<file path="config.mk">
export PLATFORM = sky130hd
export DESIGN_NAME = backslash_escape_decoder
export DESIGN_NICKNAME = d
export VERILOG_FILES = /design/src/bed_pkg.sv /design/src/backslash_escape_decoder.sv /design/src/bed_step.sv
export SDC_FILE = /design/constraint.sdc
export NUM_CORES = 1
export LEC_CHECK = 0
export ABC_AREA = 1
export BUFFER_PORTS_ARGS = -buffer_cell sky130_fd_sc_hd__buf_2
export CAP_MARGIN = 20
export CORE_UTILIZATION = 30
export CTS_BUF_LIST = sky130_fd_sc_hd__clkbuf_8
export DETAILED_ROUTE_END_ITERATION = 10
export MAX_ROUTING_LAYER = met4
export SLEW_MARGIN = 20
export SYNTH_ARGS = -nofsm -noshare
export SYNTH_HDL_FRONTEND = slang
export SYNTH_SLANG_ARGS = --single-unit
</file>
<file path="constraint.sdc">
create_clock -name i_clk -period 8.85 [get_ports i_clk]
set_input_delay 0.4425 -clock i_clk [delete_from_list [all_inputs] [get_ports i_clk]]
set_output_delay 0.4425 -clock i_clk [all_outputs]
set_load 0.005 [all_outputs]
</file>
<file path="src/bed_pkg.sv">
`timescale 1ns / 1ps

package bed_pkg;

    // Width of the hex accumulator; code_value carries its low 32 bits
    localparam int ACC_BITS = 32;

    localparam logic [1:0] PH_IDLE = 2'd0;
    localparam logic [1:0] PH_CTRL = 2'd1;
    localparam logic [1:0] PH_OCT  = 2'd2;
    localparam logic [1:0] PH_HEX  = 2'd3;

    localparam logic [1:0] KIND_RAW     = 2'd0;
    localparam logic [1:0] KIND_UCS     = 2'd1;
    localparam logic [1:0] KIND_UNKNOWN = 2'd2;

    localparam logic [3:0] OCT_DIGITS  = 4'd3;
    localparam logic [3:0] HEX_X_LIMIT = 4'd2;
    localparam logic [3:0] HEX_U_LIMIT = 4'd4;
    localparam logic [3:0] HEX_W_LIMIT = 4'd8;
    localparam logic [3:0] COUNT_MAX   = 4'd15;

    typedef struct packed {
        logic [7:0] char_in;
        logic       no_more;
    } t_in;

    typedef struct packed {
        logic [31:0] code_value;
        logic [1:0]  code_kind;
        logic [1:0]  returned_chars;
    } t_out;

    typedef struct packed {
        logic [1:0]          phase;
        logic                is_x;
        logic [3:0]          count;
        logic [3:0]          limit;
        logic [ACC_BITS-1:0] acc;
    } t_state;

    localparam t_state STATE_IDLE = '{
        phase: PH_IDLE, is_x: 1'b0, count: 4'd0, limit: 4'd0, acc: '0
    };

endpackage

</file>
<file path="src/backslash_escape_decoder.sv">
`timescale 1ns / 1ps

// Backslash escape decoder.
// Feed the characters that follow a backslash on the input channel, one per
// transfer; set no_more when the text has ended. At most one result transfer
// leaves for each input transfer, once the escape is complete (a letter, the
// last digit allowed, or the terminator that ends a digit run).
// c_style is written through i_cfg_we / i_cfg_wdata; the user must write it
// only between escapes, as the block itself does not enforce it. An input
// transfer loads the input register; one pass of decode logic then fills
// the result register, from which the result leaves.
// Throughput: one input transfer per cycle, sustained, while results drain.
// The input stalls only while the input register holds an item that completes
// an escape, the result register is full and the receiver stalls.
// Reset clears c_style, the escape state and both valid flags; the block
// accepts input as soon as reset is released.

module backslash_escape_decoder
    import bed_pkg::*;
(
    input  logic i_clk,
    input  logic i_rst_n,
    input  logic i_in_valid,
    output logic o_in_stall,
    input  t_in  i_in_data,
    output logic o_out_valid,
    input  logic i_out_stall,
    output t_out o_out_data,
    input  logic i_cfg_we,
    input  logic i_cfg_wdata
);

    logic   r_c_style;
    logic   r_in_valid;
    t_in    r_in;
    t_state r_state;
    t_state n_state;
    logic   r_out_valid;
    t_out   r_out;
    t_out   n_out;
    logic   n_has;
    logic   w_out_free;
    logic   w_advance;

    bed_step u_step (
        .i_state      (r_state),
        .i_item       (r_in),
        .i_c_style    (r_c_style),
        .o_state      (n_state),
        .o_result     (n_out),
        .o_has_result (n_has)
    );

    assign w_out_free = !r_out_valid || !i_out_stall;
    assign w_advance  = r_in_valid && (!n_has || w_out_free);
    assign o_in_stall = r_in_valid && !w_advance;

    always_ff @(posedge i_clk) begin
        if (!i_rst_n) begin
            r_c_style   <= 1'b0;
            r_in_valid  <= 1'b0;
            r_out_valid <= 1'b0;
            r_state     <= STATE_IDLE;
        end else begin
            if (i_cfg_we) begin
                r_c_style <= i_cfg_wdata;
            end
            if (!o_in_stall) begin
                r_in_valid <= i_in_valid;
            end
            if (w_advance) begin
                r_state <= n_state;
            end
            if (w_advance && n_has) begin
                r_out_valid <= 1'b1;
            end else if (!i_out_stall) begin
                r_out_valid <= 1'b0;
            end
        end
    end

    // Payload: hold while stalled
    always_ff @(posedge i_clk) begin
        if (!o_in_stall) begin
            r_in <= i_in_data;
        end
        if (w_advance && n_has) begin
            r_out <= n_out;
        end
    end

    assign o_out_valid = r_out_valid;
    assign o_out_data  = r_out;

    a_stall_cause: assert property (@(posedge i_clk) disable iff (!i_rst_n)
        o_in_stall |-> (r_out_valid && i_out_stall && n_has))
        else $error("input stalled without a full, stalled result register");

    a_idle_clean: assert property (@(posedge i_clk) disable iff (!i_rst_n)
        (r_state.phase == PH_IDLE) |-> (r_state.count == 4'd0 && r_state.acc == '0))
        else $error("idle phase left digit state behind");

    a_oct_bound: assert property (@(posedge i_clk) disable iff (!i_rst_n)
        (r_state.phase == PH_OCT) |->
            (r_state.limit == OCT_DIGITS && r_state.count < OCT_DIGITS
             && (r_state.acc >> 9) == '0))
        else $error("octal run beyond its digit limit");

    a_hex_bound: assert property (@(posedge i_clk) disable iff (!i_rst_n)
        (r_state.phase == PH_HEX && r_state.limit != 4'd0) |->
            (r_state.count < r_state.limit))
        else $error("hex run beyond its digit limit");

endmodule

</file>
<file path="src/bed_step.sv">
`timescale 1ns / 1ps

module bed_step
    import bed_pkg::*;
(
    input  t_state i_state,
    input  t_in    i_item,
    input  logic   i_c_style,
    output t_state o_state,
    output t_out   o_result,
    output logic   o_has_result
);

    logic [7:0]          w_c;
    logic                w_none;
    logic                w_hex_ok;
    logic [3:0]          w_hex_val;
    logic [8:0]          w_oct_acc;
    logic [3:0]          w_oct_cnt;
    logic [ACC_BITS-1:0] w_hex_acc;
    logic [3:0]          w_hex_cnt;
    logic [ACC_BITS-1:0] w_fin_acc;
    logic                w_fin_ucs;

    assign w_c    = i_item.char_in;
    assign w_none = i_item.no_more;

    always_comb begin
        w_hex_ok  = 1'b1;
        w_hex_val = 4'd0;
        case (w_c) inside
            ["0":"9"]: w_hex_val = w_c[3:0];
            ["A":"F"], ["a":"f"]: w_hex_val = w_c[3:0] + 4'd9;
            default: w_hex_ok = 1'b0;
        endcase
        if (w_none) begin
            w_hex_ok = 1'b0;
        end
    end

    assign w_oct_acc = {i_state.acc[5:0], w_c[2:0]};
    assign w_oct_cnt = i_state.count + 4'd1;
    assign w_hex_acc = {i_state.acc[ACC_BITS-5:0], w_hex_val};
    assign w_hex_cnt = (i_state.count < COUNT_MAX) ? i_state.count + 4'd1 : i_state.count;

    // Completed hex value: the digit just taken when the limit is hit, else the run so far
    assign w_fin_acc = w_hex_ok ? w_hex_acc : i_state.acc;
    assign w_fin_ucs = (i_c_style && ((w_fin_acc >> 8) != '0)) || !i_state.is_x;

    always_comb begin
        o_state      = i_state;
        o_result     = '0;
        o_has_result = 1'b0;
        case (i_state.phase)
            PH_CTRL: begin
                o_state      = STATE_IDLE;
                o_has_result = 1'b1;
                o_result.code_kind = KIND_RAW;
                if (!w_none) begin
                    o_result.code_value = (w_c == "?") ? 32'h7F : {24'd0, w_c & 8'h9F};
                end
            end
            PH_OCT: begin
                if (w_none || !(w_c inside {["0":"7"]})) begin
                    o_state      = STATE_IDLE;
                    o_has_result = 1'b1;
                    o_result.code_value     = {24'd0, i_state.acc[7:0]};
                    o_result.returned_chars = 2'd1;
                end else if (w_oct_cnt >= i_state.limit) begin
                    o_state      = STATE_IDLE;
                    o_has_result = 1'b1;
                    o_result.code_value = {24'd0, w_oct_acc[7:0]};
                end else begin
                    o_state.acc   = ACC_BITS'(w_oct_acc);
                    o_state.count = w_oct_cnt;
                end
            end
            PH_HEX: begin
                if (!w_hex_ok) begin
                    o_state      = STATE_IDLE;
                    o_has_result = 1'b1;
                    if (i_state.count == 4'd0) begin
                        o_result.code_kind      = KIND_UNKNOWN;
                        o_result.returned_chars = 2'd2;
                    end else begin
                        o_result.code_value     = 32'(w_fin_acc);
                        o_result.code_kind      = w_fin_ucs ? KIND_UCS : KIND_RAW;
                        o_result.returned_chars = 2'd1;
                    end
                end else if (i_state.limit != 4'd0 && w_hex_cnt >= i_state.limit) begin
                    o_state      = STATE_IDLE;
                    o_has_result = 1'b1;
                    o_result.code_value = 32'(w_fin_acc);
                    o_result.code_kind  = w_fin_ucs ? KIND_UCS : KIND_RAW;
                end else begin
                    o_state.acc   = w_hex_acc;
                    o_state.count = w_hex_cnt;
                end
            end
            default: begin
                // Escape letter
                o_state      = STATE_IDLE;
                o_state.is_x = !w_none && (w_c == "x");
                o_has_result = 1'b1;
                o_result.code_kind = KIND_RAW;
                if (w_none) begin
                    o_result.code_kind      = KIND_UNKNOWN;
                    o_result.returned_chars = 2'd1;
                end else begin
                    case (w_c) inside
                        "a": o_result.code_value = 32'h07;
                        "b": o_result.code_value = 32'h08;
                        "e", "E": o_result.code_value = 32'h1B;
                        "f": o_result.code_value = 32'h0C;
                        "n": o_result.code_value = 32'h0A;
                        "r": o_result.code_value = 32'h0D;
                        "t": o_result.code_value = 32'h09;
                        "v": o_result.code_value = 32'h0B;
                        "\\": o_result.code_value = 32'h5C;
                        "'": begin
                            if (i_c_style) begin
                                o_result.code_value = 32'h27;
                            end else begin
                                o_result.code_kind      = KIND_UNKNOWN;
                                o_result.returned_chars = 2'd1;
                            end
                        end
                        "c": begin
                            if (i_c_style) begin
                                o_state.phase = PH_CTRL;
                                o_has_result  = 1'b0;
                            end else begin
                                o_result.code_kind      = KIND_UNKNOWN;
                                o_result.returned_chars = 2'd1;
                            end
                        end
                        "0": begin
                            o_state.phase = PH_OCT;
                            o_state.limit = OCT_DIGITS;
                            o_state.count = i_c_style ? 4'd1 : 4'd0;
                            o_has_result  = 1'b0;
                        end
                        ["1":"7"]: begin
                            if (i_c_style) begin
                                o_state.phase = PH_OCT;
                                o_state.limit = OCT_DIGITS;
                                o_state.count = 4'd1;
                                o_state.acc   = ACC_BITS'(w_c[2:0]);
                                o_has_result  = 1'b0;
                            end else begin
                                o_result.code_kind      = KIND_UNKNOWN;
                                o_result.returned_chars = 2'd1;
                            end
                        end
                        "x": begin
                            o_state.phase = PH_HEX;
                            o_state.limit = i_c_style ? 4'd0 : HEX_X_LIMIT;
                            o_has_result  = 1'b0;
                        end
                        "u": begin
                            o_state.phase = PH_HEX;
                            o_state.limit = HEX_U_LIMIT;
                            o_has_result  = 1'b0;
                        end
                        "U": begin
                            o_state.phase = PH_HEX;
                            o_state.limit = HEX_W_LIMIT;
                            o_has_result  = 1'b0;
                        end
                        default: begin
                            o_result.code_kind      = KIND_UNKNOWN;
                            o_result.returned_chars = 2'd1;
                        end
                    endcase
                end
            end
        endcase
    end

endmodule

</file>
# Word-level counts from Yosys, hierarchy flattened
# Cells that the tools add are included.
# word_totals
wordCells	230
regBits	91
# op_classes
n_eq_ne	23
order_cmp	11
addsub	2
reduce_logical	29
mux	152
# op_table
operator	n
32-bit two-way mux	28
4-bit two-way mux	55
43-bit one-hot mux with 3 select lines	1
8-bit by 7-bit equality test with 1-bit output, second input constant	14
32-bit one-hot mux with 3 select lines	1
43-bit two-way mux	2
34-bit two-way mux	2
2-bit two-way mux	20
40-bit two-way mux	1
37-bit two-way mux	1
32-bit nonzero test	1
1-bit two-way mux	31
8-bit by 6-bit equality test with 1-bit output, second input constant	3
8-bit by 6-bit greater-or-equal comparator with 1-bit output, second input constant	2
8-bit by 7-bit greater-or-equal comparator with 1-bit output, second input constant	2
8-bit by 6-bit less-or-equal comparator with 1-bit output, second input constant	2
8-bit by 7-bit less-or-equal comparator with 1-bit output, second input constant	2
8-bit two-way mux	2
6-bit two-way mux	2
1-bit logical AND	11
9-bit two-way mux	1
4-bit greater-or-equal comparator	2
1-bit zero test	7
3-bit two-way mux	2
other kinds (16)	22

# Logic depth before layout (Yosys ltp)
# logic_depth
ltp_word	24
depth_mapped	20

# Cells and area by module
# From an unflattened synthesis, not the netlist that was laid out.
# unflattened
cells_unflattened	814
area_unflattened_um2	5726.7
# modules_own_cells
module	seq_area_each_um2	cells_each	instances	area_each_um2
backslash_escape_decoder	2272.2	344	1	3398.3
bed_step	0.0	470	1	2328.5

# Worst setup path after synthesis
# OpenSTA, ideal clock, no wires.
# synth_timing
path_type	flip-flop to flip-flop
from	register r_state[36] (netlist bit)
to	register r_out (netlist bit o_out_data[0]), enable pin
path_buffers	1
stages_incl_launch_ff	18
t_required_ns	8.459
synth_period_minus_slack_ns	3.499
path_slack_ns	5.351
arrival_ns	3.108
cell_sequence	dfxtp_1 > inv_1 > ha_1 > nand2_1 > o21ai_0 > ha_1 > inv_1 > o21bai_1 > nand3_1 > nand3_1 > o41ai_1 > nand3_4 > nand2_4 > a21oi_4 > a21oi_4 > buf_4 > nand2_1 > inv_1
# synth_between
elab_chain_cells	11
elab_cells_between_ends	15
# synth_lines
element	line	source
start, declared	backslash_escape_decoder.sv:36	t_state r_state;
start signal, assigned	backslash_escape_decoder.sv:72	r_state <= n_state;
4-bit by 1-bit adder with 4-bit output or 4-bit less-than comparator (tied branches)	bed_step.sv:42, bed_step.sv:44	
4-bit two-way mux	bed_step.sv:44	assign w_hex_cnt = (i_state.count < COUNT_MAX) ? i_state.count + 4'd1 : i_state.count;
4-bit greater-or-equal comparator	bed_step.sv:90	end else if (i_state.limit != 4'd0 && w_hex_cnt >= i_state.limit) begin
1-bit logical AND	bed_step.sv:90	
1-bit two-way mux	bed_step.sv:90	
1-bit two-way mux	bed_step.sv:79	if (!w_hex_ok) begin
1-bit one-hot mux with 3 select lines (*)	bed_step.sv:54	case (i_state.phase)
1-bit zero test	backslash_escape_decoder.sv:55	assign w_advance = r_in_valid && (!n_has || w_out_free);
1-bit logical OR	backslash_escape_decoder.sv:55	
1-bit logical AND	backslash_escape_decoder.sv:55	
1-bit logical AND (*)	backslash_escape_decoder.sv:87	if (w_advance && n_has) begin
end signal, assigned	backslash_escape_decoder.sv:88	r_out <= n_out;
end, declared	backslash_escape_decoder.sv:39	t_out r_out;
# Every way passes the cells marked *; elsewhere a longest branch is shown, timed or not.
# A chain may end at the register's enable or synchronous reset.

# Worst setup path in the final report
# layout_timing
from	register r_in[1] (netlist bit)
to	register r_out (netlist bit o_out_data[34]), enable pin
# layout_between
elab_chain_cells	23
elab_cells_between_ends	60
# layout_lines
element	line	source
start, declared	backslash_escape_decoder.sv:35	t_in r_in;
start signal, assigned	backslash_escape_decoder.sv:85	r_in <= i_in_data;
8-bit by 7-bit equality test with 1-bit output (no line)	n/a	
1-bit two-way mux (16 in series)	bed_step.sv:110	case (w_c) inside
1-bit two-way mux	bed_step.sv:106	if (w_none) begin
1-bit one-hot mux with 3 select lines (*)	bed_step.sv:54	
1-bit zero test	backslash_escape_decoder.sv:55	
1-bit logical OR	backslash_escape_decoder.sv:55	
1-bit logical AND	backslash_escape_decoder.sv:55	
1-bit logical AND (*)	backslash_escape_decoder.sv:87	
# Marked as above.

==> impl_metrics.toml <==
[sta]
fin_tns_setup_ns = 0
setup_violations = 0
period_needed_ns = 4.72
holdWs_ns = 0.224
worst_pin_slew_ns = 0.885
hold_viol = 0
max_freq_mhz = 212
slew_headroom = 0.402
skew_ns = 0.0135
layout_setup_ws_ns = 4.13
rsz0062_at_grt = "false"
period_share = 0.533
drv_slew = 0

[clock_network]
clkLatencyLatePin_ns = 0.39
ctsHtreeMaxLevel = 3
holdBufCountCts = 0
cts_root_buffer = "clkbuf_8"
ctsResizeCount = 0
post_cts_buffers = 0
max-clock-path-buffers = 2
cts_tree = "yes"
cts.reportedPaths.clkPinSlew_ns = 0.10
cts_buffers = 9
clock_sinks = 91

[detailed_routing]
drt_wl_total_um = 14400
drc = 0
vias_per_cell = 4.83
initialDrtViolationCount = 346
vias = 4921
post_drt_wl_per_cell_um = 14.2
drt_first_pass_iters = 5
ant_nets = 0

[worst_setup_path]
critPathCaptureType = "flip-flop"
cpLargestDelayFamily = "simple AND/OR/NAND/NOR gates"
cp_max_fo = 54
crit_slowest_cell = "nand2_2"
worst-setup-path-type = "reg -> reg"
critPathMaxStageDelay_ns = 0.55
cp.arrival_ns = 4.75
path_cells = "inv_1 -> ha_1 -> inv_1 -> nor2_1 -> a21oi_1 -> nor2_1 -> nor2_2 -> nand2_2 -> nand2_2 -> inv_4 -> nand3_4 -> nand2_4 -> a21oi_4 -> a21oi_4 -> buf_4 -> nand2_1 -> inv_1 -> buf_4"
crit_path_frequent_cell = "inv_1"
path_buf_inv = 6
worst_setup_path_start_kind = "flip-flop"
critical_path_required_ns = 8.89

[cells_and_area]
drive_gt1_frac = 0.117
num_antenna_cells = 0
layout_common_cells = "nand2_1 (193), nor2_1 (139), inv_1 (74)"
fin_nets = 818
final_common_cell = "nand2_1"
area_growth_pct = 11.3

[synth]
synth_edf_count = 45
ys_warn_count = 0
ys_ff_latch = 91
synthCells = 750
syn-num-nets = 780
synth-main-ff-cell = "dfxtp_1"
syn_avg_cell_area_sq_um = 7.15
synth_cell_types = 41
synth.yosys.seq_area_share = 0.424
synth_top_cell_area_share = 0.252
synth.area.top_cells = "edfxtp_1 (25%), dfxtp_1 (17%), nand2_1 (14%), nor2_1 (9.7%), inv_1 (5.2%)"
synthArstFlopShare = 0
synth_top_area_cell = "edfxtp_1"
synthesis.area_sq_um = 5360

[global_route]
grt_max_degree = 55
grt_pass1_wl_um = 23300
track_usage = 0.168
antenna_found_initial = 0
grt_overflow = 0
grt_pass1_vias = 4479

[pwr]
ir_drop_uv = 65.6
p_per_area_nw_per_um2 = 151
p_leak_nw = 2.65

[placed_design]
place_congestion = 0.927
dp_slack_ns = 4.14
place_hpwl_um = 10400
io_buffers = 52

[die]
initial_core_util = 0.309
core_region_area_sq_um = 17400
dieArea_sq_um = 18400
row_count = 48
num_io_pins = 53
die_x_um = 136
die_y_um = 136

[worst_hold_path]
min-delay-path-class = "in -> reg"

[outcome]
status = "finished clean"

[run]
cap_violations = 0
## state kept, by name, summed over array words and instances (netlist names)
register	flops
r_state	43
r_c_style	1
r_in_valid	1
r_in	9
o_out_data	36
o_out_valid	1
## report_power, final
group | internal, W | leakage [nW] | switching (W)
logic | 0.0000462 | 1.73 | 0.0000976
clock network | 0.000107 | 0.0906 | 0.000169
registers | 0.000463 | 0.836 | 0.0000198
total | 0.000616 | 2.65 | 0.000287
## cells by family after synthesis
| family | count (synthesis) | share of synthesized area |
|---|---|---|
| buf+inv | 110 | 0.0838 |
| compound gates | 113 | 0.124 |
| fa+ha+maj | 15 | 0.0350 |
| simple gates | 415 | 0.324 |
| xor+xnor | 6 | 0.00981 |
| flops | 91 | 0.424 |
## metrics by stage
stage,total power [W],instances,instance area (sq um),util
6_report,0.000903,1018,5970,0.344
5_1_grt,0.000950,1018,5970,0.344
4_1_cts,0.000910,1018,5970,0.344
3_5_place_dp,0.000636,1002,5780,0.333
3_3_place_gp,0.000636,1002,5780,0.333
2_1_floorplan,0.000594,750,5360,-
## cells in the mapped netlist (6+ instances only)
cell	number
buf_2	6
nor3_1	8
a21oi_1	37
inv_2	6
o22ai_1	10
nand2_1	193
inv_1	74
clkbuf_1	14
nand3_1	45
o21ai_0	39
xor2_1	6
dfxtp_1	46
ha_1	15
o211ai_1	6
nor2_1	139
edfxtp_1	45
nand4_1	11
## per-layer routing
layer / vias to the layer above / global-route usage / share of wire
met5: - / - / 0
met4: 0 / 0.0462 / 0.012
met3: 14 / 0.0344 / 0.055
met2: 128 / 0.241 / 0.42
met1: 2245 / 0.237 / 0.51
li1: 2534 / - / -
## layout make-up
| type | instances | area, sq um |
|---|---|---|
| repair buffers | 55 | 283 |
| clock inverters | 7 | 57.6 |
| well taps | 225 | 282 |
| fillers | 1875 | 11400 |
| flip-flops and latches | 91 | 2270 |
| multi-input cells | 549 | 2640 |
| inverters | 82 | 310 |
| clock buffers | 9 | 124 |
## path summary, 6_finish.rpt
path | startpoint | slack [ns] | cells after the start | to
max | r_in[1]$_DFFE_PN_ | 4.13 | 18 | o_out_data[34]$_DFFE_PP_
min | i_in_data[6] | 0.22 | 1 | r_in[6]$_DFFE_PN_
max reg2reg | r_in[1]$_DFFE_PN_ | 4.13 | 18 | o_out_data[34]$_DFFE_PP_
min reg2reg | r_state[29]$_SDFFE_PN0P_ | 0.49 | 2 | r_state[29]$_SDFFE_PN0P_
Note: power is estimated with default switching activity, not from simulation.
